==> src/rtl/core/etre_pkg.sv <==
`timescale 1ns / 1ps
// etre_pkg: shared constants, payload types, state enums and run helpers
// for the escape-tag run-length encoder. No dependencies.
package etre_pkg;

  // block size and derived widths
  localparam int DEPTH       = 8192;
  localparam int ADDR_W      = $clog2(DEPTH);
  localparam int CNT_W       = $clog2(DEPTH + 1);
  localparam int RUN_CAP     = 256;
  localparam int RUN_W       = $clog2(RUN_CAP + 1);
  localparam int MIN_ESC_RUN = 4;
  localparam int STOP_MARGIN = 133;
  localparam int STOP_LEVEL  = DEPTH - STOP_MARGIN;

  // command queue between front and back
  localparam int CMDQ_DEPTH = 4;
  localparam int CMDQ_PTR_W = $clog2(CMDQ_DEPTH);

  // operation codes
  localparam logic OP_LOAD   = 1'b0;
  localparam logic OP_ENCODE = 1'b1;

  typedef struct packed {
    logic       op;
    logic [7:0] data_byte;
  } etre_in_t;

  typedef struct packed {
    logic [7:0] out_byte;
    logic       item_last;
    logic       stream_last;
  } etre_out_t;

  // one run (or the tag byte) to be expanded into output bytes by the back end
  typedef struct packed {
    logic [7:0]       value;
    logic [7:0]       tag;
    logic [RUN_W-1:0] len;
    logic             escaped;
    logic             item_end;
    logic             stream_end;
  } etre_cmd_t;

  typedef enum logic [1:0] {
    PH_LOADING,
    PH_READY,
    PH_ENCODING,
    PH_DONE
  } phase_t;

  typedef enum logic [2:0] {
    F_IDLE,
    F_CNT_WR,
    F_SCAN,
    F_TAGSEL,
    F_EVAL,
    F_PUSH
  } fst_t;

  // a run is escaped when long enough or when it repeats the tag itself
  function automatic logic run_escaped(input logic [7:0] held, input logic [RUN_W-1:0] run,
                                       input logic [7:0] tag);
    return (run >= RUN_W'(MIN_ESC_RUN)) || (held == tag);
  endfunction

  // number of stream bytes produced by flushing a run
  function automatic logic [1:0] flush_size(input logic [7:0] held,
                                            input logic [RUN_W-1:0] run,
                                            input logic [7:0] tag);
    return run_escaped(held, run, tag) ? 2'd3 : run[1:0];
  endfunction

  function automatic etre_cmd_t run_cmd(input logic [7:0] held, input logic [RUN_W-1:0] run,
                                        input logic [7:0] tag, input logic item_end,
                                        input logic stream_end);
    etre_cmd_t c;
    c.value      = held;
    c.tag        = tag;
    c.len        = run;
    c.escaped    = run_escaped(held, run, tag);
    c.item_end   = item_end;
    c.stream_end = stream_end;
    return c;
  endfunction

  // the tag byte goes out as a single literal byte
  function automatic etre_cmd_t tag_cmd(input logic [7:0] tag, input logic item_end);
    etre_cmd_t c;
    c.value      = tag;
    c.tag        = tag;
    c.len        = RUN_W'(1);
    c.escaped    = 1'b0;
    c.item_end   = item_end;
    c.stream_end = 1'b0;
    return c;
  endfunction

endpackage

==> src/rtl/core/etre_emit.sv <==
`timescale 1ns / 1ps
// etre_emit: expands run commands into stream bytes, one byte per cycle while
// the output is not stalled, behind a registered output stage. Uses etre_pkg.
module etre_emit (
  input  logic                clk,
  input  logic                rst,
  input  logic                cmd_valid,
  output logic                cmd_ready,
  input  etre_pkg::etre_cmd_t cmd,
  output logic                result_valid,
  input  logic                result_ready,
  output etre_pkg::etre_out_t result
);
  import etre_pkg::*;

  etre_cmd_t  cur;
  logic       cur_vld;
  logic [1:0] beat;
  logic [1:0] nbeats;
  logic       last_beat;
  logic       load_out;
  logic       fire;
  logic       pop;
  logic [7:0] beat_byte;

  // beat count: escaped runs take three bytes, literal runs one per repeat
  assign nbeats    = cur.escaped ? 2'd3 : cur.len[1:0];
  assign last_beat = (beat == nbeats - 2'd1);
  assign load_out  = !result_valid || result_ready;
  assign fire      = cur_vld && load_out;
  assign cmd_ready = !cur_vld || (fire && last_beat);
  assign pop       = cmd_valid && cmd_ready;

  // byte for the current beat
  always_comb begin
    if (!cur.escaped) begin
      beat_byte = cur.value;
    end else if (beat == 2'd0) begin
      beat_byte = cur.tag;
    end else if (beat == 2'd1) begin
      beat_byte = cur.value;
    end else begin
      beat_byte = cur.len[7:0] - 8'd1;
    end
  end

  // control
  always_ff @(posedge clk) begin
    if (rst) begin
      cur_vld      <= 1'b0;
      beat         <= '0;
      result_valid <= 1'b0;
    end else begin
      if (load_out) begin
        result_valid <= cur_vld;
      end
      if (pop) begin
        cur_vld <= 1'b1;
        beat    <= '0;
      end else if (fire) begin
        if (last_beat) begin
          cur_vld <= 1'b0;
          beat    <= '0;
        end else begin
          beat <= beat + 2'd1;
        end
      end
    end
  end

  // payload
  always_ff @(posedge clk) begin
    if (pop) begin
      cur <= cmd;
    end
    if (fire) begin
      result.out_byte    <= beat_byte;
      result.item_last   <= last_beat && cur.item_end;
      result.stream_last <= last_beat && cur.stream_end;
    end
  end

endmodule

==> config.mk <==
export PLATFORM = sky130hd
export DESIGN_NAME = etre_emit
export DESIGN_NICKNAME = d
export VERILOG_FILES = /design/src/rtl/core/etre_pkg.sv /design/src/rtl/core/etre_emit.sv
export SDC_FILE = /design/constraint.sdc
export NUM_CORES = 1
export LEC_CHECK = 0
export ABC_AREA = 1
export BUFFER_PORTS_ARGS = -buffer_cell sky130_fd_sc_hd__buf_2
export CORE_MARGIN = 4
export CORE_UTILIZATION = 30
export DETAILED_ROUTE_END_ITERATION = 12
export SETUP_SLACK_MARGIN = 0.5
export SYNTH_ARGS = -nofsm -noshare
export SYNTH_HDL_FRONTEND = slang
export SYNTH_SLANG_ARGS = --single-unit
==> constraint.sdc <==
create_clock -name clk -period 3.4 [get_ports clk]
set_input_delay 0 -clock clk [delete_from_list [all_inputs] [get_ports clk]]
set_output_delay 0 -clock clk [all_outputs]
set_load 0.1 [all_outputs]
Word-level counts from Yosys, hierarchy flattened:

Cells that the tools add are included.

* input port bits: 32
* flip-flop bits (word level): 41
* word-level logic and storage cells: 39

* equal/unequal tests: 2
* reduce and logical (&&, ||, !) cells: 14
* $add $sub $neg: 3
* multiplexer cells: 8

Operator list (count)
* $mux 8: 3
* $sub 8x1->8 const B: 1
* $logic_and 1x1->1: 5
* $mux 2: 2
* $reduce_bool 2->1: 2
* $mux 1: 3
* $add 2x1->2 const B: 1
* $eq 2x1->1 const B: 1
* $eq 2x2->1: 1
* $logic_not 1->1: 2
* $logic_not 2->1: 1
* $logic_or 1x1->1: 2
* $reduce_and 2->1: 1
* $reduce_or 2->1: 1
* $sub 2x1->2 const B: 1

Longest topological paths before layout:

* depth after elaboration: 8
* depth in mapped cells: 10
* mapped depth without buffers: 10

Least setup slack after synthesis:

OpenSTA, ideal clock, no wires.

* kind: flip-flop to flip-flop
* from: reg result_valid
* to: reg cur[0] (netlist bit) (enable)
* setup time: 0.382 ns
* data arrival time: 2.370 ns
* path buffers: 0
* slack: 0.649 ns
* required time: 3.018 ns
* stages on the path, launching flop included: 6
* cells stage by stage: dfxtp_1 a21oi_4 nand3_2 nand2_2 nand2_2 inv_1

* word-level cells in the longest chain between the ends: 6

Ends and longest elaborated chain
* start: declaration: line etre_emit.sv:10 `output logic result_valid,`
* start signal: assignment: line etre_emit.sv:55 `result_valid <= cur_vld;`
* $logic_not 1->1: line etre_emit.sv:29 `assign load_out = !result_valid || result_ready;`
* $logic_or 1x1->1: line etre_emit.sv:29
* $logic_and 1x1->1: line etre_emit.sv:30 `assign fire = cur_vld && load_out;`
* net fire: line etre_emit.sv:22 `logic fire;`
* $logic_and 1x1->1: line etre_emit.sv:31 `assign cmd_ready = !cur_vld || (fire && last_beat);`
* $logic_or 1x1->1: line etre_emit.sv:31
* net cmd_ready: line etre_emit.sv:8 `output logic cmd_ready,`
* $logic_and 1x1->1: line etre_emit.sv:32 `assign pop = cmd_valid && cmd_ready;`
* net pop: line etre_emit.sv:23 `logic pop;`
* end signal: assignment: line etre_emit.sv:74 `cur <= cmd;`
* end: declaration: line etre_emit.sv:16 `etre_cmd_t cur;`

The timed path passes the listed nets, and every way through them passes these cells.
A chain may end at the register's enable or synchronous reset.

Worst setup path in the final report:

* from: reg cur[2] (netlist bit)
* to: reg cur[14] (netlist bit) (enable)

* word-level cells in the longest chain between the ends: 6

Ends and longest elaborated chain
* $mux 2: line etre_emit.sv:27 `assign nbeats = cur.escaped ? 2'd3 : cur.len[1:0];`
* $sub 2x1->2: line etre_emit.sv:28 `assign last_beat = (beat == nbeats - 2'd1);`
* $eq 2x2->1: line etre_emit.sv:28
* $logic_and 1x1->1: line etre_emit.sv:31
* $logic_or 1x1->1: line etre_emit.sv:31
* $logic_and 1x1->1: line etre_emit.sv:32
* net pop: line etre_emit.sv:23

The timed path passes the listed nets, and every way through them passes these cells.

==> impl_metrics.tcl <==
set metrics [dict create \
    arrival_ns 1.88 \
    slew_headroom_pct 67.8 \
    dp_hpwl_um 2410 \
    grt_pass1_vias 1361 \
    max_freq_ghz 0.519 \
    critical_path_class "flop to flop" \
    timing.rr.start "cur[2]$_DFFE_PP_" \
    drc_errors 0 \
    start_util_pct 31.6 \
    rows 27 \
    pre_cts_ws_ns 1.46 \
    syn_area_um2 1770 \
    critPathSlowestCell "edfxtp_1" \
    ys_warn_count 0 \
    fin_crit_ns 1.93 \
    multi_input_area_um2 483 \
    fillers 570 \
    crit_fanout 27 \
    yosys.area.top_type "edfxtp_1" \
    clock_tree.htree_level_count 2 \
    cts-buffers-inserted 5 \
    synthTopCellsByArea "edfxtp_1 63%, nand2_1 8.0%, nor2_1 4.9%" \
    nets 278 \
    area_delta_synth_final_pct 38.3 \
    rrSetupSlack_ns 1.47 \
    finalPower_mw 1.10 \
    tritoncts "yes" \
    fin_ws_ns 1.47 \
    synth-seq-cells 41 \
    io_buffers 42 \
    end_kind "flop" \
    cts_sinks 41 \
    outcome "completed" \
    gp_congestion 0.795 \
    final_common_cell "buf_2" \
    finalSetupTns_ns 0 \
    rsz0062_at_grt "no" \
    seq_area_um2 1190 \
    seq_area_frac_synth_pct 67.2 \
    clk_latency_ns 0.29 \
    core_area_um2 5610 \
    synth_top_area_share_pct 62.7 \
    die_h_um 84.9 \
    antenna_found_initial 0 \
    totalWireLength_um 3330 \
    path_cells "nor2_2 -> nand2_1 -> nand3_2 -> nand3_2 -> nand2_2 -> nand2_2 -> inv_1 -> buf_4" \
    worstHoldStart "result_ready" \
    hold_path.class "input pin to flop" \
    final_hold_viol_count 0 \
    via_count 1303 \
    drv_cap 0 \
    antenna_left 0 \
    drt_iter0_drc 49 \
    fin_cells 316 \
    ir_drop_uv 226 \
    critPathLaunchType "flop" \
    avgViaCountPerCell 4.12 \
    reg2reg_depth 8 \
    antennaDiodeCount 0 \
    p_leak_nw 1.04 \
    finalMaxSlewViolations 0 \
    ctsLongestPathBuffers 2 \
    layout_worst_path_cycle_share_pct 56.7 \
    grt_usage_pct 10.3 \
    crit_buf_inv 2 \
    wl_per_cell_um 10.5 \
    grt_max_degree 28 \
    dp_cells 278 \
    postCtsSetupRepairBufs 0 \
    cpLargestDelayFamily "simple AND/OR/NAND/NOR gates" \
    skew_ns 0.00694 \
    clk_pin_slew_worst_paths_ns 0.08 \
    grt_overflow 0 \
    syn_avg_cell_area_um2 10.8 \
    setup_viol 0 \
    r2r_end "cur[14]$_DFFE_PP_" \
    drive_gt1_share_pct 25.8 \
    hold_end "result[0]$_DFFE_PP_" \
    syn_inst 164 \
    die_area_um2 7200 \
    ios 44 \
    die_w_um 84.9 \
    critical_path_required_ns 3.35 \
    synth_cell_type_count 19 \
    firstDrtPassIters 4 \
    power_density_nw_per_um2 449 \
    worstMarginPinSlew_ns 0.483 \
    grt_pass1_wl_um 5830 \
    min_path_cells 3 \
    slowest_delay_ns 0.60 \
    synthesis.nets 199 \
    clockRootBuffer "clkbuf_8" \
    final_cell_mix "42 x buf_2, 38 x nand2_1, 37 x edfxtp_1" \
]
==> per-layer routing <==
metal	track usage [%]	up-vias	wire length, µm
li1	-	696	-
met1	12.4	572	1470
met2	17.6	29	1660
met3	3.20	6	164
met4	3.45	0	36
met5	0	-	0
==> registers in the layout, summed over array words and instances, names as in the netlist <==
signal        count
beat              2
cur_vld           1
result_valid      1
cur              27
result           10
==> cell families (layout without fill, tap and decap cells) <==
| kind of cell | Yosys count | in the layout | synth area share [%] |
|---|---|---|---|
| adder cells (fa/ha/maj) | 3 | 3 | 2.12 |
| AND/OR/NAND/NOR | 75 | 75 | 18.2 |
| buffers and inverters | 23 | 103 | 5.57 |
| AO/OA/AOI/OAI | 22 | 22 | 6.92 |
| flip-flops | 41 | 41 | 67.2 |
==> Yosys cell counts <==
library cell / n
nand3_1: 4
a21oi_1: 13
inv_6: 1
nand2_2: 5
ha_1: 3
edfxtp_1: 37
o21ai_0: 5
inv_1: 20
dfxtp_1: 4
nand2_1: 38
o22ai_1: 1
or2_2: 1
a21oi_4: 1
o21ai_1: 2
inv_2: 1
nor2_1: 23
nor2_2: 1
buf_6: 1
nand3_2: 3
==> metrics by stage <==
step           utilization (%)  hold slack [ns]  instance area [µm²]
5_1_grt                   43.7            0.254                 2450
3_3_place_gp              36.9            0.177                 2070
6_report                  43.7            0.233                 2450
4_1_cts                   43.7            0.235                 2450
2_1_floorplan                -           0.0691                 1770
3_5_place_dp              36.9            0.178                 2070
==> worst max-delay path by stage <==
| stage | start | endpoint | slack [ns] | depth (start not counted) |
|---|---|---|---|---|
| global placement | cur[2]$_DFFE_PP_ | cur[7]$_DFFE_PP_ | 1.49 | 8 |
| CTS | cur[2]$_DFFE_PP_ | cur[14]$_DFFE_PP_ | 1.45 | 8 |
| finish | cur[2]$_DFFE_PP_ | cur[14]$_DFFE_PP_ | 1.47 | 8 |
| detailed placement | cur[2]$_DFFE_PP_ | cur[6]$_DFFE_PP_ | 1.46 | 8 |
| floorplan | result_valid$_SDFFE_PP0N_ | cur[0]$_DFFE_PP_ | 0.65 | 5 |
| global route | cur[2]$_DFFE_PP_ | cur[15]$_DFFE_PP_ | 1.33 | 8 |
==> cell type report <==
cell class / count / area share [%]
Clock buffer: 6 / 2.96
Clock inverter: 2 / 0.408
Inverter: 22 / 3.57
Multi-Input combinational cell: 100 / 19.7
Sequential cell: 41 / 48.6
Tap cell: 72 / 3.67
Timing Repair Buffer: 73 / 21.1
==> tightest hold or removal path, stage by stage <==
cell,delay [ns]
buf_2,0.10
inv_1,0.10
a21oi_4,0.14
==> report_power, final <==
group / switching (mW) / total, mW / internal (mW) / leakage [nW]
Combinational: 0.136 / 0.201 / 0.0652 / 0.613
Sequential: 0.0153 / 0.603 / 0.588 / 0.386
Clock: 0.155 / 0.297 / 0.142 / 0.0450
Total: 0.306 / 1.10 / 0.795 / 1.04
==> what timing repair did <==
| action | CTS | global route |
|---|---|---|
| hold buffers | 30 | 0 |
| gates resized for setup | 0 | 0 |
| endpoints found under the setup margin | 0 | 0 |
| hold endpoints to repair | 31 | 0 |
Power figures use the tool's default switching activity.
