`src/rtl/core/etre_pkg.sv`:
```
`timescale 1ns / 1ps
// etre_pkg: shared constants, payload types, state enums and run helpers
// for the escape-tag run-length encoder. No dependencies.
package etre_pkg;

  // block size and derived widths
  localparam int DEPTH       = 8192;
  localparam int ADDR_W      = $clog2(DEPTH);
  localparam int CNT_W       = $clog2(DEPTH + 1);
  localparam int RUN_CAP     = 256;
  localparam int RUN_W       = $clog2(RUN_CAP + 1);
  localparam int MIN_ESC_RUN = 4;
  localparam int STOP_MARGIN = 133;
  localparam int STOP_LEVEL  = DEPTH - STOP_MARGIN;

  // command queue between front and back
  localparam int CMDQ_DEPTH = 4;
  localparam int CMDQ_PTR_W = $clog2(CMDQ_DEPTH);

  // operation codes
  localparam logic OP_LOAD   = 1'b0;
  localparam logic OP_ENCODE = 1'b1;

  typedef struct packed {
    logic       op;
    logic [7:0] data_byte;
  } etre_in_t;

  typedef struct packed {
    logic [7:0] out_byte;
    logic       item_last;
    logic       stream_last;
  } etre_out_t;

  // one run (or the tag byte) to be expanded into output bytes by the back end
  typedef struct packed {
    logic [7:0]       value;
    logic [7:0]       tag;
    logic [RUN_W-1:0] len;
    logic             escaped;
    logic             item_end;
    logic             stream_end;
  } etre_cmd_t;

  typedef enum logic [1:0] {
    PH_LOADING,
    PH_READY,
    PH_ENCODING,
    PH_DONE
  } phase_t;

  typedef enum logic [2:0] {
    F_IDLE,
    F_CNT_WR,
    F_SCAN,
    F_TAGSEL,
    F_EVAL,
    F_PUSH
  } fst_t;

  // a run is escaped when long enough or when it repeats the tag itself
  function automatic logic run_escaped(input logic [7:0] held, input logic [RUN_W-1:0] run,
                                       input logic [7:0] tag);
    return (run >= RUN_W'(MIN_ESC_RUN)) || (held == tag);
  endfunction

  // number of stream bytes produced by flushing a run
  function automatic logic [1:0] flush_size(input logic [7:0] held,
                                            input logic [RUN_W-1:0] run,
                                            input logic [7:0] tag);
    return run_escaped(held, run, tag) ? 2'd3 : run[1:0];
  endfunction

  function automatic etre_cmd_t run_cmd(input logic [7:0] held, input logic [RUN_W-1:0] run,
                                        input logic [7:0] tag, input logic item_end,
                                        input logic stream_end);
    etre_cmd_t c;
    c.value      = held;
    c.tag        = tag;
    c.len        = run;
    c.escaped    = run_escaped(held, run, tag);
    c.item_end   = item_end;
    c.stream_end = stream_end;
    return c;
  endfunction

  // the tag byte goes out as a single literal byte
  function automatic etre_cmd_t tag_cmd(input logic [7:0] tag, input logic item_end);
    etre_cmd_t c;
    c.value      = tag;
    c.tag        = tag;
    c.len        = RUN_W'(1);
    c.escaped    = 1'b0;
    c.item_end   = item_end;
    c.stream_end = 1'b0;
    return c;
  endfunction

endpackage

```
`src/rtl/core/etre_cmd_fifo.sv`:
```
`timescale 1ns / 1ps
// etre_cmd_fifo: small command queue that decouples the front end from the
// byte emitter. Uses etre_pkg.
module etre_cmd_fifo (
  input  logic                clk,
  input  logic                rst,
  input  logic                wr_valid,
  output logic                wr_ready,
  input  etre_pkg::etre_cmd_t wr_data,
  output logic                rd_valid,
  input  logic                rd_ready,
  output etre_pkg::etre_cmd_t rd_data
);
  import etre_pkg::*;

  etre_cmd_t             slots [CMDQ_DEPTH];
  logic [CMDQ_PTR_W-1:0] wr_ptr;
  logic [CMDQ_PTR_W-1:0] rd_ptr;
  logic [CMDQ_PTR_W:0]   count;
  logic                  push;
  logic                  pop;

  // status and head entry
  assign wr_ready = (count != (CMDQ_PTR_W + 1)'(CMDQ_DEPTH));
  assign rd_valid = (count != '0);
  assign rd_data  = slots[rd_ptr];
  assign push     = wr_valid && wr_ready;
  assign pop      = rd_valid && rd_ready;

  // pointers and fill level
  always_ff @(posedge clk) begin
    if (rst) begin
      wr_ptr <= '0;
      rd_ptr <= '0;
      count  <= '0;
    end else begin
      if (push) begin
        wr_ptr <= wr_ptr + CMDQ_PTR_W'(1);
      end
      if (pop) begin
        rd_ptr <= rd_ptr + CMDQ_PTR_W'(1);
      end
      if (push && !pop) begin
        count <= count + (CMDQ_PTR_W + 1)'(1);
      end else if (pop && !push) begin
        count <= count - (CMDQ_PTR_W + 1)'(1);
      end
    end
  end

  // storage
  always_ff @(posedge clk) begin
    if (push) begin
      slots[wr_ptr] <= wr_data;
    end
  end

endmodule

```
`config.mk`:
```
export PLATFORM = sky130hd
export DESIGN_NAME = etre_cmd_fifo
export DESIGN_NICKNAME = d
export VERILOG_FILES = /design/src/rtl/core/etre_pkg.sv /design/src/rtl/core/etre_cmd_fifo.sv
export SDC_FILE = /design/constraint.sdc
export NUM_CORES = 1
export LEC_CHECK = 0
export BUFFER_PORTS_ARGS = -buffer_cell sky130_fd_sc_hd__buf_2
export CAP_MARGIN = 30
export CORE_MARGIN = 2
export CORE_UTILIZATION = 55
export DETAILED_ROUTE_END_ITERATION = 7
export PLACE_DENSITY = 0.77
export SLEW_MARGIN = 20
export SYNTH_ARGS = -nofsm -noshare
export SYNTH_HDL_FRONTEND = slang
export SYNTH_SLANG_ARGS = --single-unit
export TNS_END_PERCENT = 30
```
`constraint.sdc`:
```
create_clock -name clk -period 2.8 [get_ports clk]
set_input_delay 0.14 -clock clk [delete_from_list [all_inputs] [get_ports clk]]
set_output_delay 0.14 -clock clk [all_outputs]
set_load 0.02 [all_outputs]
```
* After elaboration in Yosys (flattened, before gate mapping) *
Memory sizes are Yosys's and may differ from the RTL's. A register that Yosys moved wholly into a read port is not among the register bits.
Cells that the tools add are included.

word-level totals
  register bits after elaboration = 7
  memory bits (writable) = 112
  bits of input ports = 32
  output and inout port bits = 30
  memories = 1

memory list
  memory  depth  width  rd ports  clocked after memory_dff  wr ports  line                 RTL
  slots   4      28     1         1                         1         etre_cmd_fifo.sv:16  etre_cmd_t slots [CMDQ_DEPTH];

operators by class
  add/subtract/negate cells = 4
  equal/unequal tests = 1
  multiplexer cells = 6
  reductions and logical operators = 8

operators by type and width
  operator               number
  $mux W3                2
  $add A2 B1 Y2 const B  2
  $logic_and A1 B1 Y1    4
  $mux W2                2
  $add A3 B1 Y3 const B  1
  $ne A3 B3 Y1 const B   1
  $reduce_bool A3 Y1     1
  $sub A3 B1 Y3 const B  1
  $logic_not A1 Y1       2
  $mux W1                2
  $reduce_bool A2 Y1     1

* Depth between registers and ports, before layout *
Gate-level depths: netlist (run 1).

  depth in word-level cells = 6
  depth in mapped cells = 8
  gate-level depth less buffers = 8

* Least setup slack after synthesis (run 1) *
OpenSTA, ideal clock, no wires.

  kind = register to register
  from = reg count[0]
  to = reg count[2]
  setup time = 0.070 ns
  data arrival time = 1.951 ns
  slack = 0.779 ns
  cell stages (with the launch flop) = 9
  buffers on the path = 0
  period minus slack after synthesis = 2.021 ns
  cell sequence = dfxtp_1 -> nor2_1 -> a21boi_2 -> ha_1 -> inv_1 -> fa_1 -> xor2_1 -> or3_1 -> a21oi_1

on the way
  cells in the longest elaborated chain, start to end = 5
  elaborated cells on any way between the ends = 13

ends and longest elaborated chain
  what                                 line                 RTL
  start: declaration                   etre_cmd_fifo.sv:19  logic [CMDQ_PTR_W:0] count;
  start signal: assignment             etre_cmd_fifo.sv:44  count <= count + (CMDQ_PTR_W + 1)'(1);
  start signal: assignment             etre_cmd_fifo.sv:46  count <= count - (CMDQ_PTR_W + 1)'(1);
  $ne A3 B3 Y1 *                       etre_cmd_fifo.sv:24  assign wr_ready = (count != (CMDQ_PTR_W + 1)'(CMDQ_DEPTH));
  $logic_and A1 B1 Y1 *                etre_cmd_fifo.sv:27  assign push = wr_valid && wr_ready;
  named net push                       etre_cmd_fifo.sv:20  logic push;
  $logic_not A1 Y1                     etre_cmd_fifo.sv:45  end else if (pop && !push) begin
  $logic_and A1 B1 Y1                  etre_cmd_fifo.sv:45
  $reduce_bool A2 Y1 (no source line)  n/a

Mark *: on every way through the listed nets, which the timed path passes. The rest lies on a longest branch. The select of a mux whose other input is x is not followed.
A chain may end at the register's enable or synchronous reset.

* Final worst setup path (run 1) *
Ends and elaborated chain as after synthesis.

==> summary.txt, run 1 <==
Status
  • Status: complete, no violations

Power and ir drop
  • Pwr/cell area: 956.9 nW/um2
  • Switching power: 1.587 mW
  • Leakage: 2.042 nW
  • Internal power: 3.949 mW
  • Sw Share: 0.2866
  • Sequential share of power: 0.416
  • Combinational power share: 0.231
  • Max IR drop VDD: 0.6301 mV
  • Share of power burned in the clock network: 0.353

Layout
  • Fillers: 495
  • Share of layout cells above drive strength 1: 0.3910
  • Syn-to-layout area delta: 27.00%
  • Final Non-Filler Cells: 417
  • Reg area: 3545 um2
  • Area of the multi-input gates: a little over 900 um2
  • Fin nets: approximately 340
  • Diode count: 0

GRT
  • First-pass GRT wire length: 11960 um
  • Gr usage total: 0.1909
  • Initial antenna violation count: 0
  • Total gr overflow: 0
  • Vias in the first global route: around 2300
  • Largest net degree at the start of global routing: 29

Logic synthesis
  • Mean post-synth cell area: 23.48 um2
  • Number of synthesized flops with an enable pin: 112
  • Async set or reset register ratio after synthesis: 0
  • Seq/Total Area, Yosys: 0.7778
  • Yosys Warn Count: 0
  • #FFs+latches synth: 121
  • Ys flop type: edfxtp_1
  • Post-synthesis instance area: 4556 um2
  • Share of the synthesized area in the top cell type: 0.7383
  • Post-Synthesis Cells: around 190
  • Distinct cell type count after synthesis: 24
  • Syn nets: approximately 230
  • Synth top cells by count: edfxtp_1, mux4_2, dfxtp_1, mux4_1, nor2_1
  • Yosys top cell by area: edfxtp_1
  • Most frequent cell after synthesis: edfxtp_1
  • Synth area leaders: edfxtp_1, mux4_2, mux4_1, dfxtp_1, ha_1

Placement
  • RePlAce Congestion: 0.6898
  • Post-Place Cells: 356
  • Hpwl dp: 4290 um
  • PortBufs: between 60 and 70

Clocking
  • Clock sink count: 121
  • H-tree levels: 4
  • Worst-path clk slew: 0.06 ns
  • Bufs on Longest Clock Path: 2
  • CTS tree: done
  • Setup Buffers After CTS: 0
  • PostCTS Resize Cnt: 0
  • Clock Latency Late Sink: roughly 0.5 ns
  • Clock root buffer: clkbuf_8
  • Post-CTS Hold Buffers: 29
  • CTS buffer count: 17

Die
  • Die W: 95.01 um
  • # IOs: 62
  • Core area: 8134 um2
  • Initial Util: 0.5601
  • Die ar.: 9027 um2
  • # rows: 33
  • DIE HEIGHT: 95.01 um

Critical path
  • Critical-path top delay cell: dfxtp_1
  • Reg2reg setup slack: between 0.5 and 0.6 ns
  • Crit-path max cell delay: 0.45 ns
  • Max FO, Critical Path: 7
  • CP endpoint kind: flop
  • CP Class: reg2reg
  • Critical Path Source Type: flop
  • Arrival time worst endpoint: 2.71 ns
  • R2r endpoint: count[2]
  • CP Data Required Time: about 3.3 ns
  • CP Cell Sequence: nor2_1, a21boi_2, ha_1, inv_1, fa_1, xor2_1, or3_1, a21oi_1
  • R2R depth: 8
  • Reg-to-reg startpoint: count[0]

STA
  • RSZ-0062 raised after global routing: no
  • Relative slew slack: 0.4738
  • Clk_skew: 0.009959 ns
  • Slew @ Worst Pin: a little under 0.8 ns
  • Min Tclk post-route: 2.268 ns
  • Max-slew violation count: 0
  • Fmax achieved: approximately 0.44 GHz
  • Final Setup Violations: 0
  • Final Hold Vio Count: 0
  • Post-route setup TNS: 0 ns
  • Tcrit/Tclk final: 0.8099

Detailed routing
  • Routed vias: 2261
  • Via density per instance: about 5.4
  • Final antenna-violating net count: 0
  • DR WL/cell: 18.86 um
  • Starting DRT DRC Count: about 120
  • Drt first pass iters: 4
  • Routed WL: roughly 8000 um
  • DRC violations left: 0

Worst hold path
  • Type of the worst min-delay path: in2reg
  • Worst Hold End: rd_ptr[0]
  • Hold depth: 4
  • Hold Crit Start: rd_ready

Flow run
  • Max-capacitance violation count: 0
[cell type report]
type	instances	share of cell area
Sequential cell	121	0.6127
Multi-Input combinational cell	63	0.1618
Timing Repair Buffer	93	0.1068
Clock buffer	18	0.07223
Tap cell	105	0.02271
Clock inverter	14	0.02184
Inverter	3	0.001946
[how the worst max path moves through the flow]
stage / startpoint / slack (ns) / to / depth (start not counted)
finish: count[0] / 0.53 / count[2] / 8
global route: count[1] / 0.43 / count[2] / 8
CTS: flop / 0.51 / rd_data[26] / 3
detailed placement: count[0] / 0.56 / count[2] / 8
global placement: count[0] / 0.67 / count[2] / 8
floorplan: count[0] / 0.78 / count[2] / 8
[layout by cell type, fill, tap and decap left out]
cell type,instances
clkbuf_16,16
o21ai_0,1
bufinv_16,1
nand2b_1,2
mux4_1,8
o31ai_1,1
buf_2,61
and2_2,4
mux2i_1,2
ha_1,5
a21oi_1,1
xor2_1,4
clkinv_4,3
clkbuf_8,1
or3_1,2
mux2_2,1
dlygate4sd3_1,29
inv_6,2
a21boi_2,1
clkinv_2,3
mux4_2,20
inv_1,3
nand2_1,1
buf_4,3
nor2_1,8
o311ai_0,1
edfxtp_1,112
clkbuf_1,1
dfxtp_2,1
fa_1,1
clkinvlp_4,5
dfxtp_1,8
[flip-flops by register name, indices dropped and copies added, names as in the netlist, named ones only]
name    cells
slots     112
count       3
rd_ptr      2
wr_ptr      2
[layer usage]
metal,share of wire,vias up,GRT usage
met1,0.42,1161,0.2315
met5,0,-,0
met3,0.047,12,0.06719
met2,0.52,68,0.3197
met4,0.013,0,0.06884
li1,-,1020,-
[metrics by stage]
stage / power [mW] / worst slack (ns) / area (um2) / utilization / hold WS, ns
detailed placement: 3.602 / 0.5623 / 4951 / 0.6087 / 0.3565
global placement: 3.573 / 0.6657 / 4951 / 0.6087 / 0.3537
floorplan: 3.271 / 0.7793 / 4556 / - / 0.2389
global route: 5.768 / 0.4316 / 5786 / 0.7113 / 0.06518
CTS: 5.585 / 0.5084 / 5786 / 0.7113 / 0.02868
finish: 5.536 / 0.5322 / 5786 / 0.7113 / 0.03868
[power by group through the flow]
stage | sequential [mW] | clock, mW | combinational (mW)
2_1_floorplan | 2.29 | 0 | 0.980
4_1_cts | 2.31 | 1.98 | 1.30
6_report | 2.30 | 1.96 | 1.28
5_1_grt | 2.33 | 2.05 | 1.38
3_3_place_gp | 2.33 | 0 | 1.24
3_5_place_dp | 2.34 | 0 | 1.26
[kinds of logic (layout without fill, tap and decap cells)]
| logic type | after synthesis | count (layout) | share of synthesized area |
|---|---|---|---|
| flip-flops | 121 | 121 | 0.7778 |
| multiplexers | 31 | 31 | 0.1519 |
| AND/OR/NAND/NOR | 17 | 17 | 0.01840 |
| buffers and inverters | 10 | 128 | 0.01785 |
| adder cells (fa/ha/maj) | 6 | 6 | 0.01813 |
| AO/OA/AOI/OAI | 5 | 5 | 0.008238 |
| XOR/XNOR | 4 | 4 | 0.007689 |
[critical path, delay by kind of cell (launching register included)]
kind | cells | cell delay (ns)
AND/OR/NAND/NOR | 2 | 0.42
XOR/XNOR | 1 | 0.19
adder cells (fa/ha/maj) | 2 | 0.62
flip-flops | 1 | 0.45
buffers and inverters | 1 | 0.06
AO/OA/AOI/OAI | 2 | 0.47
No activity file was read; power rests on OpenSTA's default activity.
==> run 2, diff against run 1 <==
==> constraint.sdc (replaced) <==
create_clock -name clk -period 2.2 [get_ports clk]
set_input_delay 0.11 -clock clk [delete_from_list [all_inputs] [get_ports clk]]
set_output_delay 0.11 -clock clk [all_outputs]
set_load 0.02 [all_outputs]
==> run 2 against run 1 <==
Compared with the run above:
- final cell count grew 1.9%
- wire length grew 2.3%
- clock skew decreased by 0.0025 ns
- count of clock-buffer cells in the layout decreased by 1
- non-clock buffer count grew 9
- critical path depth down 5
- clock power up 53%
==> summary.txt, run 2 (synthesized netlist as in run 1, its figures left out) <==
Status
  • Status: complete, no violations

Detailed routing
  • Routed vias: 2278 (+0.75%)
  • Drt first pass iters: 4 (unchanged)
  • Routed WL: 8044 um (+2.3%)
  • Final antenna-violating net count: 0 (unchanged)
  • Starting DRT DRC Count: 110 (-9.8%)
  • DRC violations left: 0 (unchanged)
  • Via density per instance: 5.360 (-1.1%)
  • DR WL/cell: 18.93 um (+0.36%)

Layout
  • Largest register FFs: 112 (unchanged)
  • Syn-to-layout area delta: 31.50%
  • Fillers: 456 (-7.9%)
  • Commonest non-fill, non-tap cell in the layout: edfxtp_1
  • Reg area: 3547 um2 (about the same)
  • Most frequent cells in the layout: edfxtp_1, buf_2, dlygate4sd3_1, mux4_2, clkbuf_16
  • Biggest registers after layout: slots x112, count x3
  • Fin nets: 346 (+2.7%)
  • Share of layout cells above drive strength 1: 0.4125 (+0.02147)
  • Area of the multi-input gates: 940.9 um2 (+0.53%)
  • Diode count: 0 (unchanged)
  • Top reg by flops: slots
  • Final Non-Filler Cells: 425 (+1.9%)

GRT
  • Total gr overflow: 0 (unchanged)
  • Vias in the first global route: 2374 (+1.2%)
  • Initial antenna violation count: 0 (unchanged)
  • Gr usage total: 0.2016 (+0.01078)
  • Largest net degree at the start of global routing: 26 (-10%)
  • First-pass GRT wire length: 12480 um (+4.4%)

STA
  • Post-route setup TNS: 0 ns (unchanged)
  • Relative slew slack: 0.6837 (+0.2098)
  • Final Hold Vio Count: 0 (unchanged)
  • Max-slew violation count: 0 (unchanged)
  • Final Setup Violations: 0 (unchanged)
  • Fmax achieved: 0.4897 GHz
  • Tcrit/Tclk final: 0.9282
  • Min Tclk post-route: between 2 and 2.5 ns
  • Clk_skew: 0.007412 ns (-0.002547 ns)
  • RSZ-0062 raised after global routing: no
  • Slew @ Worst Pin: 0.4685 ns (-0.3207 ns)

Critical path
  • R2r endpoint: count[2]
  • R2R depth: 7 (-1)
  • Arrival time worst endpoint: 1.93 ns (-0.78 ns)
  • Crit-path max cell delay: 0.62 ns (+0.17 ns)
  • Reg2reg setup slack: 0.17 ns (-0.36 ns)
  • Max FO, Critical Path: 19 (+12)
  • Critical-path top delay cell: mux4_1
  • CP Data Required Time: 2.09 ns (-1.16 ns)
  • Reg-to-reg startpoint: count[1]
  • CP endpoint kind: output pin
  • CP Class: reg2out
  • Critical Path Source Type: flop
  • CP Cell Sequence: buf_6, mux4_1, buf_2

Worst hold path
  • Hold Crit Start: wr_valid
  • Hold depth: 4 (unchanged)
  • Worst Hold End: wr_ptr[1]
  • Type of the worst min-delay path: in2reg

Placement
  • PortBufs: 61 (unchanged)
  • Post-Place Cells: 364 (+2.2%)
  • RePlAce Congestion: 0.7225 (+4.7%)
  • Hpwl dp: 4544 um (+5.9%)

Clocking
  • CTS tree: done
  • H-tree levels: 4 (unchanged)
  • Bufs on Longest Clock Path: 2 (unchanged)
  • Worst-path clk slew: 0.06 ns (about the same)
  • Clock Latency Late Sink: 0.51 ns (about the same)
  • Clock sink count: 121 (unchanged)
  • CTS buffer count: 17 (unchanged)
  • Clock root buffer: clkbuf_8

Power and ir drop
  • Max IR drop VDD: 0.8001 mV (+27%)
  • Total power: 7.619 mW (+38%)
  • Leakage: 2.156 nW (+5.6%)
  • Pwr/cell area: 1272 nW/um2 (+33%)

Die
  • DIE HEIGHT: 95.01 um (unchanged)
  • Die W: 95.01 um (unchanged)
  • # rows: 33 (unchanged)
  • Core area: 8134 um2 (unchanged)
  • Die ar.: 9027 um2 (unchanged)
  • # IOs: 62 (unchanged)
  • Initial Util: 0.5601 (unchanged)

Flow run
  • Max-capacitance violation count: 0 (unchanged)
[run 2: changes by cell type in the layout (fill, tap and decap cells not counted), moves of 2 or more]
cell / change
clkinvlp_4: -4
buf_4: +5
buf_12: +2
dfxtp_2: +2
inv_6: -2
dfxtp_1: -2
bufinv_16: +5
[run 2: how the worst max path moves through the flow]
stage	end	cells past startpoint	start
floorplan	count[2]	8	count[0]
global placement	count[2]	7	count[0]
detailed placement	count[2]	7	count[0]
CTS	rd_data[25]	3	flop
global route	count[2]	7	count[1]
finish	rd_data[25]	3	flop
[run 2: power by group]
part,switching [mW],internal (mW)
combinational,0.948,0.765
sequential,0.101,2.81
clock,0.949,2.05
total,2.00,5.62
[run 2: metal layers]
metal	vias up	track usage	wire, um
li1	1035	-	-
met1	1159	0.2428	3387
met2	66	0.3251	4121
met3	18	0.07273	378
met4	0	0.09903	157
met5	-	0	0
[run 2: critical path, delay by kind of cell, from the launching register on]
family	cells	cell delay (ns)
multiplexers	1	0.62
buffers and inverters	2	0.46
flip-flops	1	0.33
[run 2: timing repair]
item                                    4_1_cts  5_1_grt
gates resized for setup                       0        4
endpoints found under the setup margin        0        5
endpoints found under the hold margin       121        0
setup buffers                                 0        0
hold buffers                                 30        0
[run 2: stage by stage]
step / cell area, um2 / setup WS [ns] / util / hold WS [ns]
after floorplan: 4556 / 0.1793 / - / 0.2089
after global placement: 5036 / 0.1376 / 0.6191 / 0.3216
after detailed placement: 5036 / 0.1030 / 0.6191 / 0.3281
after CTS: 5979 / 0.01202 / 0.7351 / 0.08702
after global routing: 5991 / 0.03499 / 0.7365 / 0.1267
final: 5991 / 0.1580 / 0.7365 / 0.1136
[run 2: cell type report]
cell class                      count  share of cell area
Clock buffer                       17             0.06913
Clock inverter                     14             0.03822
Inverter                            3            0.001880
Sequential cell                   121              0.5921
Timing Repair Buffer              102              0.1197
Multi-Input combinational cell     63              0.1571
Tap cell                          105             0.02193
==> run 3, diff against run 2 <==
--- a/config.mk
+++ b/config.mk
@@ -8,9 +8,9 @@
 export BUFFER_PORTS_ARGS = -buffer_cell sky130_fd_sc_hd__buf_2
 export CAP_MARGIN = 30
 export CORE_MARGIN = 2
-export CORE_UTILIZATION = 55
+export CORE_UTILIZATION = 30
+export CTS_BUF_LIST = sky130_fd_sc_hd__clkbuf_16
 export DETAILED_ROUTE_END_ITERATION = 7
-export PLACE_DENSITY = 0.77
 export SLEW_MARGIN = 20
 export SYNTH_ARGS = -nofsm -noshare
 export SYNTH_HDL_FRONTEND = slang
==> run 3 against run 2 <==
Compared with the run above:
- register-to-register slack worse by 0.07 ns
- global-route usage down 8.6 points
- combinational power up 2%
- first-iteration DRC count down 40%
- count of clock-buffer cells in the layout unchanged
- hold slack worse by 0.039 ns
- sequential cell count unchanged
- sequential share of layout area down 0.31 points
- critical endpoint is now count[2]
- clock power down 15%
- non-clock buffer count down 2
- final cell count up 19%
==> summary.txt, run 3 (synthesized netlist as in run 1, its figures left out) <==
GRT
  • Initial antenna violation count: 0 (unchanged)
  • Total gr overflow: 0 (unchanged)
  • First-pass GRT wire length: 13430 um (+7.6%)
  • Gr usage total: 0.1153 (-0.08636)
  • Vias in the first global route: 2505 (+5.5%)
  • Largest net degree at the start of global routing: 24 (-7.7%)

Layout
  • Largest register FFs: 112 (unchanged)
  • Fillers: 1370 (+200%)
  • Diode count: 0 (unchanged)
  • Fin nets: 344 (-0.58%)
  • Biggest registers after layout: slots x112, count x3
  • Top reg by flops: slots
  • Most frequent cells in the layout: edfxtp_1, buf_2, dlygate4sd3_1, mux4_2, clkbuf_16
  • Syn-to-layout area delta: 32.44%
  • Commonest non-fill, non-tap cell in the layout: edfxtp_1
  • Share of layout cells above drive strength 1: 0.4013 (-0.01125)
  • Fin area: 6033 um2 (+0.71%)
  • Final Non-Filler Cells: 507 (+19%)

STA
  • Fmax achieved: 0.4753 GHz (-2.9%)
  • Slew @ Worst Pin: 0.4663 ns (-0.002243 ns)
  • Clk_skew: 0.007603 ns (+0.0001911 ns)
  • Final Hold Vio Count: 0 (unchanged)
  • Final Setup Violations: 0 (unchanged)
  • Post-route setup TNS: 0 ns (unchanged)
  • Min Tclk post-route: 2.104 ns (+0.06187 ns)
  • RSZ-0062 raised after global routing: no
  • Max-slew violation count: 0 (unchanged)
  • Relative slew slack: 0.6891 (+0.005460)
  • Tcrit/Tclk final: 0.9563 (+0.02812)

Die
  • Core area: 15030 um2 (+85%)
  • Die ar.: 16190 um2 (+79%)
  • Die W: 127.2 um (+34%)
  • # IOs: 62 (unchanged)
  • # rows: 45 (+36%)
  • Initial Util: 0.3030 (-0.2570)
  • DIE HEIGHT: 127.2 um (+34%)

Clocking
  • Clock sink count: 121 (unchanged)
  • Clock Latency Late Sink: 0.41 ns (-0.10 ns)
  • CTS tree: done
  • H-tree levels: 4 (unchanged)
  • CTS buffer count: 17 (unchanged)
  • Worst-path clk slew: 0.05 ns (about the same)
  • Clock root buffer: clkbuf_16
  • Bufs on Longest Clock Path: 2 (unchanged)

Placement
  • DP Area: 5171 um2 (+2.7%)
  • RePlAce Congestion: 0.6559 (-9.2%)
  • Post-Place Cells: 446 (+23%)
  • Hpwl dp: 5253 um (+16%)
  • PortBufs: 61 (unchanged)

Critical path
  • CP Data Required Time: 2.53 ns (+0.44 ns)
  • Worst Setup SP: count[1]
  • R2R depth: 7 (unchanged)
  • Arrival time worst endpoint: 2.43 ns (+0.50 ns)
  • Reg2reg setup slack: 0.1 ns (-0.07 ns)
  • CP Class: reg2reg
  • Reg-to-reg startpoint: count[1]
  • R2r endpoint: count[2]
  • CP endpoint kind: flop
  • Critical Path Source Type: flop
  • Max FO, Critical Path: 6 (-13)

Detailed routing
  • DRC violations left: 0 (unchanged)
  • DR WL/cell: 16.92 um (-11%)
  • Via density per instance: 4.489 (-16%)
  • Drt first pass iters: 5 (+1)
  • Final antenna-violating net count: 0 (unchanged)
  • Starting DRT DRC Count: 66 (-40%)
  • Routed vias: 2276 (-0.088%)
  • Routed WL: 8576 um (+6.6%)

Power and ir drop
  • Pwr/cell area: 1198 nW/um2 (-5.8%)
  • Max IR drop VDD: 0.6581 mV (-18%)
  • Leakage: 2.133 nW (-1.1%)

Worst hold path
  • Hold Crit Start: rd_ready
  • Hold depth: 4 (unchanged)
  • Worst Hold End: rd_ptr[0]
  • Type of the worst min-delay path: in2reg

Status
  • Status: complete, no violations

Flow run
  • Max-capacitance violation count: 0 (unchanged)
==> run 3: cell count changes in the layout (fill, tap and decap cells not counted), sizes merged <==
cell,delta
buf,-1
bufinv,-4
clkinv,-1
dlygate4sd3,-1
inv,+6
==> run 3: per-stage QoR <==
step	setup WS, ns	hold slack [ns]	power, mW	util
after CTS	0.02283	0.06938	7.312	0.4001
final	0.09609	0.07439	7.228	0.4013
after detailed placement	-0.02714	0.3298	4.700	0.3440
after floorplan	0.1793	0.2089	4.163	-
after global placement	0.1466	0.3228	4.657	0.3440
after global routing	0.01234	0.09213	7.571	0.4013
==> run 3: per-layer routing <==
layer / GRT usage / wire, um
met1: 0.1379 / 3714
met2: 0.1869 / 4301
met3: 0.04271 / 387
met4: 0.05236 / 174
met5: 0 / 0
==> run 3: worst max path at each step <==
stage                          end  slack, ns  cells past startpoint
after floorplan           count[2]       0.18                      8
after global placement    count[2]       0.15                      7
after detailed placement  count[2]      -0.03                      7
after CTS                 count[2]       0.02                      8
after global routing      count[2]       0.01                      7
final                     count[2]        0.1                      7
==> run 3: power by group <==
part,switching [mW],leakage (nW),internal [mW]
clock network,0.923,0.291,1.62
registers,0.122,1.10,2.81
logic,0.964,0.739,0.783
total,2.01,2.13,5.22
==> run 3: area by class of cell <==
type,instances,area (um2),share of cell area
clock buffer,17,425.4,0.07051
clock inverter,15,122.6,0.02032
inverter,3,11.26,0.001866
multi-input combinational,63,952.2,0.1578
sequential,121,3553,0.5890
tap,188,235.2,0.03899
timing repair buffer,100,733.2,0.1215
==> run 3: repair_timing <==
item,in CTS,in global routing
gates cloned,0,0
hold buffers,29,0
hold endpoints to repair,119,0
buffers inserted,0,0
setup endpoints to repair,1,1
resized for setup,1,6
==> run 3: critical path: stages, from the launching register on <==
cell and delay (ns):
dfxtp_4 0.37, o31ai_4 0.28, ha_2 0.24, inv_1 0.06
fa_1 0.38, xor2_1 0.19, or3_1 0.32, a21oi_1 0.19
